**src/rtl/sr_pkg.sv**
```systemverilog
// Shared types, widths, register codes and arithmetic helpers for the synaptic rectifier.
// No dependencies; every other file refers to it by scoped names.
`default_nettype none
package sr_pkg;

  localparam int FRAC_BITS = 16;
  localparam int MAX_EXP   = 4;

  localparam int SW  = 32;               // sample
  localparam int AW  = 48;               // addend and result
  localparam int GW  = 40;               // gmax, also the number of division cells
  localparam int EW  = 32;               // eta
  localparam int DW  = 32;               // magnitude of sample minus threshold
  localparam int LW  = 32;               // magnitude of gain
  localparam int PW  = DW * MAX_EXP;     // |d|^p
  localparam int NW  = PW + LW;          // |gain| * |d|^p
  localparam int CW  = 2 * EW + GW;      // eta coefficient times gmax
  localparam int BW_N = NW + 2 * EW;
  localparam int BW_D = CW + EW + FRAC_BITS * MAX_EXP;
  localparam int BW  = ((BW_N > BW_D) ? BW_N : BW_D) + 1;
  localparam int PEW = $clog2(MAX_EXP + 1);
  localparam int SHW = $clog2(FRAC_BITS * MAX_EXP + 1);

  localparam int CIW = 3;                // config index
  localparam int CDW = 40;               // config data

  // accept edge to the edge at which the result transfers
  localparam int LATENCY = GW + MAX_EXP + 4;

  localparam logic [1:0] MODE_BYPASS    = 2'd0;
  localparam logic [1:0] MODE_LINEAR    = 2'd1;
  localparam logic [1:0] MODE_NONLINEAR = 2'd2;

  localparam logic [CIW-1:0] REG_MODE  = 3'd0;
  localparam logic [CIW-1:0] REG_GAIN  = 3'd1;
  localparam logic [CIW-1:0] REG_GMAX  = 3'd2;
  localparam logic [CIW-1:0] REG_ETA   = 3'd3;
  localparam logic [CIW-1:0] REG_THR   = 3'd4;
  localparam logic [CIW-1:0] REG_EXP   = 3'd5;

  localparam logic [1:0]    MODE_RESET = MODE_BYPASS;
  localparam logic [31:0]   GAIN_RESET = 32'(64'd1 << FRAC_BITS);
  localparam logic [GW-1:0] GMAX_RESET = GW'(64'd50000 << FRAC_BITS);
  localparam logic [2:0]    EXP_RESET  = 3'd1;

  typedef struct packed {
    logic [1:0]           mode;
    logic signed [31:0]   gain;
    logic [GW-1:0]        gmax;
    logic [EW-1:0]        eta;
    logic signed [31:0]   thr;
    logic [2:0]           expo;
  } cfg_t;

  // after the first stage, through the power stages
  typedef struct packed {
    logic signed [AW-1:0] addend;
    logic signed [AW-1:0] talt;
    logic                 nl;
    logic                 gz;
    logic                 dneg;
    logic                 lneg;
    logic [DW-1:0]        dm;
    logic [LW-1:0]        lm;
    logic [PW-1:0]        pw;
    logic [2*EW-1:0]      eu;
    logic [2*EW-1:0]      ee;
    logic [CW-1:0]        ug;
    logic [CW-1:0]        eg;
  } pw_t;

  // after the product with the gain
  typedef struct packed {
    logic signed [AW-1:0] addend;
    logic signed [AW-1:0] talt;
    logic                 nl;
    logic                 gz;
    logic                 wpos;
    logic [NW-1:0]        n;
    logic [CW-1:0]        eug;
    logic [CW-1:0]        eeg;
    logic [CW-1:0]        ug;
    logic [CW-1:0]        eg;
  } nm_t;

  // one division step's state, handed from cell to cell
  typedef struct packed {
    logic signed [AW-1:0] addend;
    logic signed [AW-1:0] talt;
    logic                 nl;
    logic                 gz;
    logic [BW-1:0]        a;
    logic [BW-1:0]        b;
    logic [BW-1:0]        r;
    logic [GW-1:0]        q;
    logic [GW-1:0]        gsh;
  } stg_t;

  // wide operand times 32 bits, as independent 32x32 partial products
  function automatic logic [NW+31:0] mul_w32(input logic [NW-1:0] x, input logic [31:0] y);
    logic [NW+31:0] acc;
    logic [63:0]    pp;
    acc = '0;
    for (int i = 0; i < NW / 32; i++) begin
      pp  = 64'(x[32*i +: 32]) * 64'(y);
      acc = acc + ((NW+32)'(pp) << (32 * i));
    end
    return acc;
  endfunction

  // wide operand times gmax, split into a low and a high lane
  function automatic logic [NW+GW-1:0] mul_wg(input logic [NW-1:0] x, input logic [GW-1:0] g);
    logic [NW+GW-1:0] lo;
    logic [NW+GW-1:0] hi;
    lo = (NW+GW)'(mul_w32(x, g[31:0]));
    hi = (NW+GW)'(mul_w32(x, 32'(g[GW-1:32]))) << 32;
    return lo + hi;
  endfunction

  function automatic logic [PEW-1:0] clamp_exp(input logic [2:0] e);
    logic [PEW-1:0] p;
    if (e == 3'd0)
      p = PEW'(1);
    else if (32'(e) > MAX_EXP)
      p = PEW'(MAX_EXP);
    else
      p = PEW'(e);
    return p;
  endfunction

endpackage
`default_nettype wire

```
**src/rtl/sr_cell.sv**
```systemverilog
// One step of the gmax-serial division: takes one gmax bit, adds A, removes B up to twice.
// Uses sr_pkg.
`default_nettype none
module sr_cell (
  input  wire logic   clk,
  input  wire logic   rst_n,
  input  wire logic   valid_i,
  input  var  sr_pkg::stg_t item_i,
  output logic        valid_o,
  output sr_pkg::stg_t item_o
);

  logic [sr_pkg::BW+1:0] t;
  logic [sr_pkg::BW+1:0] b1;
  logic [sr_pkg::BW+1:0] b2;
  logic [1:0]            dg;
  sr_pkg::stg_t          item_nxt;
  sr_pkg::stg_t          item_r;
  logic                  valid_r;

  always_comb begin
    t  = {1'b0, item_i.r, 1'b0} + (item_i.gsh[sr_pkg::GW-1] ? {2'b00, item_i.a} : '0);
    b1 = {2'b00, item_i.b};
    b2 = {1'b0, item_i.b, 1'b0};
    item_nxt = item_i;
    if (t >= b2) begin
      dg = 2'd2;
      t  = t - b2;
    end else if (t >= b1) begin
      dg = 2'd1;
      t  = t - b1;
    end else begin
      dg = 2'd0;
    end
    item_nxt.r   = t[sr_pkg::BW-1:0];
    item_nxt.q   = {item_i.q[sr_pkg::GW-2:0], 1'b0} + sr_pkg::GW'(dg);
    item_nxt.gsh = {item_i.gsh[sr_pkg::GW-2:0], 1'b0};
  end

  always_ff @(posedge clk) begin
    if (!rst_n) begin
      valid_r <= 1'b0;
    end else begin
      valid_r <= valid_i;
    end
  end

  always_ff @(posedge clk) begin
    item_r <= item_nxt;
  end

  assign valid_o = valid_r;
  assign item_o  = item_r;

endmodule
`default_nettype wire

```
**config.mk**
```make
export PLATFORM = sky130hd
export DESIGN_NAME = sr_cell
export DESIGN_NICKNAME = d
export VERILOG_FILES = /design/src/rtl/sr_pkg.sv /design/src/rtl/sr_cell.sv
export SDC_FILE = /design/constraint.sdc
export NUM_CORES = 2
export LEC_CHECK = 0
export BUFFER_PORTS_ARGS = -buffer_cell sky130_fd_sc_hd__buf_2
export CORE_AREA = 4 4 665 667
export CTS_CLUSTER_SIZE = 28
export DETAILED_ROUTE_END_ITERATION = 16
export DIE_AREA = 0 0 669 671
export PLACE_DENSITY = 0.34
export RECOVER_POWER = 100
export SLEW_MARGIN = 20
export SYNTH_ARGS = -nofsm -noshare
export SYNTH_HDL_FRONTEND = slang
export SYNTH_SLANG_ARGS = --single-unit
```
**constraint.sdc**
```tcl
create_clock -name clk -period 13.3 [get_ports clk]
set_input_delay 1.33 -clock clk [delete_from_list [all_inputs] [get_ports clk]]
set_output_delay 1.33 -clock clk [all_outputs]
set_load 0.05 [all_outputs]
```
==> summary.md <==
| Metric | Value |
|---|---|
| I/O pin count | 1710 |
| WP data arrival | roughly 13 ns |
| Max-slew violations | 0 |
| Sequential cell area | 17080 µm² |
| Startpoint Class | input port |
| DRT iter0 DRCs | 5866 |
| Total grt overflow | 0 |
| F_max | just under 0.08 GHz |
| Critical path data required time | ~14 ns |
| Simple-gate area share of the yosys netlist | approximately a fifth |
| Cell area after layout | 88730 µm² |
| Max-cap check violation count | 0 |
| Area leader, netlist | dfxtp_1 |
| Seq pwr share | 20.6% |
| Layout cells sized above 1 | 9.201% |
| Hold Buf Count CTS | 0 |
| Via/cell ratio | 4.616 |
| Top post-synthesis cells by count | a21oi_1 (1277), nand2_1 (1055), dfxtp_1 (853) |
| Clk pwr share | 21.8% |
| Async SR Flop Fraction | 0% |
| HP Start | item_i[542] |
| Max layer used | met5 |
| Gr usage total | 23.11% |
| HPWL after DPL | 488000 µm |
| Met3 wire length | 35710 µm |
| Die area | roughly 450000 µm² |
| Initial antenna violation count | 162 |
| Detail Route Antenna Nets | 0 |
| CP Max Fanout | 55 |
| Clock Sinks | between 800 and 900 |
| Final min period | 12.58 ns |
| Hold Violations, Final | 0 |
| Setup Fix Bufs, Post-CTS | 0 |
| Distinct cells, synth | 94 |
| Multi-input gate area | 49450 µm² |
| Mean post-synth cell area | 7.385 µm² |
| Logic pwr share | between 50% and 60% |
| Mux cell area share after synthesis | 1.939% |
| Cell row count | 243 |
| Mapped Nets | 11.01k |
| Post-synth EDFFs | 0 |
| Unrepaired setup endpoints after global routing | false |
| Crit. Startpoint | item_i[39] |
| Post-Synth Adder-Cell Area | 12.18% |
| Internal | about 7.7 mW |
| NetSw | 8.815 mW |
| Synth Area in Compound Gates | a little over a quarter |
| Area growth from synthesis to layout | 26.84% |
| Drt first pass iters | 5 |
| Core area | between 400000 and 500000 µm² |
| Metal2 WL | ~260000 µm |
| Metal-1 WL | 219900 µm |
| Slowest stage delay, CP | about 0.78 ns |
| Top FF cell, synth | dfxtp_1 |
| Worst hold path type | in -> reg |
| Worst Tran Pin Value | around 1.3 ns |
| CTS clk-pin slew, worst paths | roughly 0.07 ns |
| Power Dens Cells | 185.6 nW/µm² |
| Seq cells post-synth | 853 |
| Die X | 669 µm |
| Via count | 78.70k |
| Die Y | around 670 µm |
| First-pass GRT wire length | 709200 µm |
| Ranking of synthesized cells by area | dfxtp_1 (24%), ha_1 (12%), a21oi_1 (9.1%), o21ai_0 (5.8%), nand2_1 (5.7%) |
| Place WS | -0.06565 ns |
| # DRC | 0 |
| Starting Density | between 10% and 20% |
| Crit-path slowest cell | o31ai_4 |
| Post-Syn Instances | 9472 |
| Most frequent cell after synthesis | a21oi_1 |
| CTS buffer count | 123 |
| Nets | 12.63k |
| Pin count of the biggest net entering global routing | approximately 150 |
| Synth warn | 0 |
| Fin crit share | 94.55% |
| Critical setup path kind | in -> reg |
| Gates resized, CTS repair | 0 |
| XOR/XNOR share of the synthesized area | around 8.8% |
| CTS tree | done |
| Worst setup EP type | flop |
| I/O Buffers | 1707 |
| Fill cell total of the finished layout | 50.55k |
| Number of global-route vias before repair | about 80k |
| Largest family of logic cells by synthesized area | compound AO/OA/AOI/OAI gates |
| Switch share | 53.53% |
| Final wirelength | 545900 µm |
| Headroom to the max-slew limit | 11.87% |
| Post-DP Area | ~86000 µm² |
| Status | finished clean |
| Syn Std Cell Area | 69950 µm² |
| Fin worst setup slack | 0.7242 ns |
| Setup violations, final | 0 |
| Register area share after synthesis | between 20% and 30% |
| Gpl congestion | 0.9524 |
| DR WL/cell | roughly 32 µm |
| Clock Tree Root | clkbuf_16 |
| Synth top area share | 24.41% |
| Clock Path Buffers | 4 |
| H-tree depth | 3 |
| Max IR drop VDD | 0.1191 mV |
| Lkg Pwr | 35.77 nW |
cells in the final DEF, fill, tap and decap left out, types with 44 or more instances in the layout:
cell type and n:
a211oi_1 51, a21boi_0 65, a21o_1 240, a21oi_1 1277, a31oi_1 58, and2_1 246
buf_2 441, buf_4 199, clkbuf_1 1298, clkbuf_16 123, dfxtp_1 853, diode_2 99
ha_1 676, inv_1 441, mux2_2 60, mux2i_1 50, nand2_1 1055, nand2b_1 54
nand3_1 102, nand4_1 374, nor2_1 727, nor2b_1 56, nor3_1 175, nor4_1 45
o21a_1 124, o21ai_0 826, o21bai_1 211, o31ai_1 57, or3_1 44, xnor2_1 418
xor2_1 282
worst max-delay path: cells and delay by family:
kind	cells	cell delay, ns
AND/OR/NAND/NOR	10	2.78
XOR/XNOR	1	0.25
multiplexers	1	0.37
AO/OA/AOI/OAI	18	5.98
adder cells (fa/ha/maj)	2	0.58
buffers and inverters	8	1.78
path summary, 6_finish.rpt:
path / cells after the start / to / slack [ns]
worst max-delay path: 40 / item_o[174] / 0.72
worst min-delay path: 1 / item_o[542] / 0.52
routing by layer:
layer | global-route usage, % | up-vias
met2 | 39.19 | 2621
met1 | 27.24 | 38070
met3 | 5.096 | 670
met4 | 11.68 | 36
met5 | 0 | -
li1 | - | 37300
final cells by class:
type / count / share of cell area (%)
clock buffer: 154 / 3.860
inverter: 443 / 1.874
timing repair buffer: 1946 / 9.908
clock inverter: 69 / 0.9815
tap: 5757 / 8.118
antenna: 99 / 0.2792
multi-input combinational: 7730 / 55.73
sequential: 853 / 19.25
power by group through the flow:
stage	sequential (mW)	combinational (mW)	clock, mW
2_1_floorplan	4.82	4.35	0
3_3_place_gp	3.48	9.67	0
3_5_place_dp	3.47	9.59	0
4_1_cts	3.42	9.64	3.74
5_1_grt	3.43	10.1	3.81
6_report	3.40	9.48	3.59
sequential cells by signal, indices dropped and copies added, names as in the netlist:
register	count
item_o	852
valid_o	1
per-stage QoR:
step	power [mW]	cells	hold WS [ns]	TNS [ns]	utilization (%)
after floorplan	9.175	9472	1.358	0	-
after global placement	13.15	16730	1.433	-0.02663	19.67
after detailed placement	13.06	16730	1.434	-0.3167	19.67
after CTS	16.80	16950	0.4001	0	20.65
after global routing	17.32	17020	0.4391	0	20.30
final	16.47	17050	0.5195	0	20.32
cell families (layout without fill, tap and decap cells):
logic type      count (synthesis)  count (layout)
compound gates               3200            3200
simple gates                 3024            3024
buf+inv                       889            2612
flops                         853             853
xor+xnor                      700             700
fa+ha+maj                     679             679
mux                           126             126
other cells                     1             100
Power figures use the tool's default switching activity.
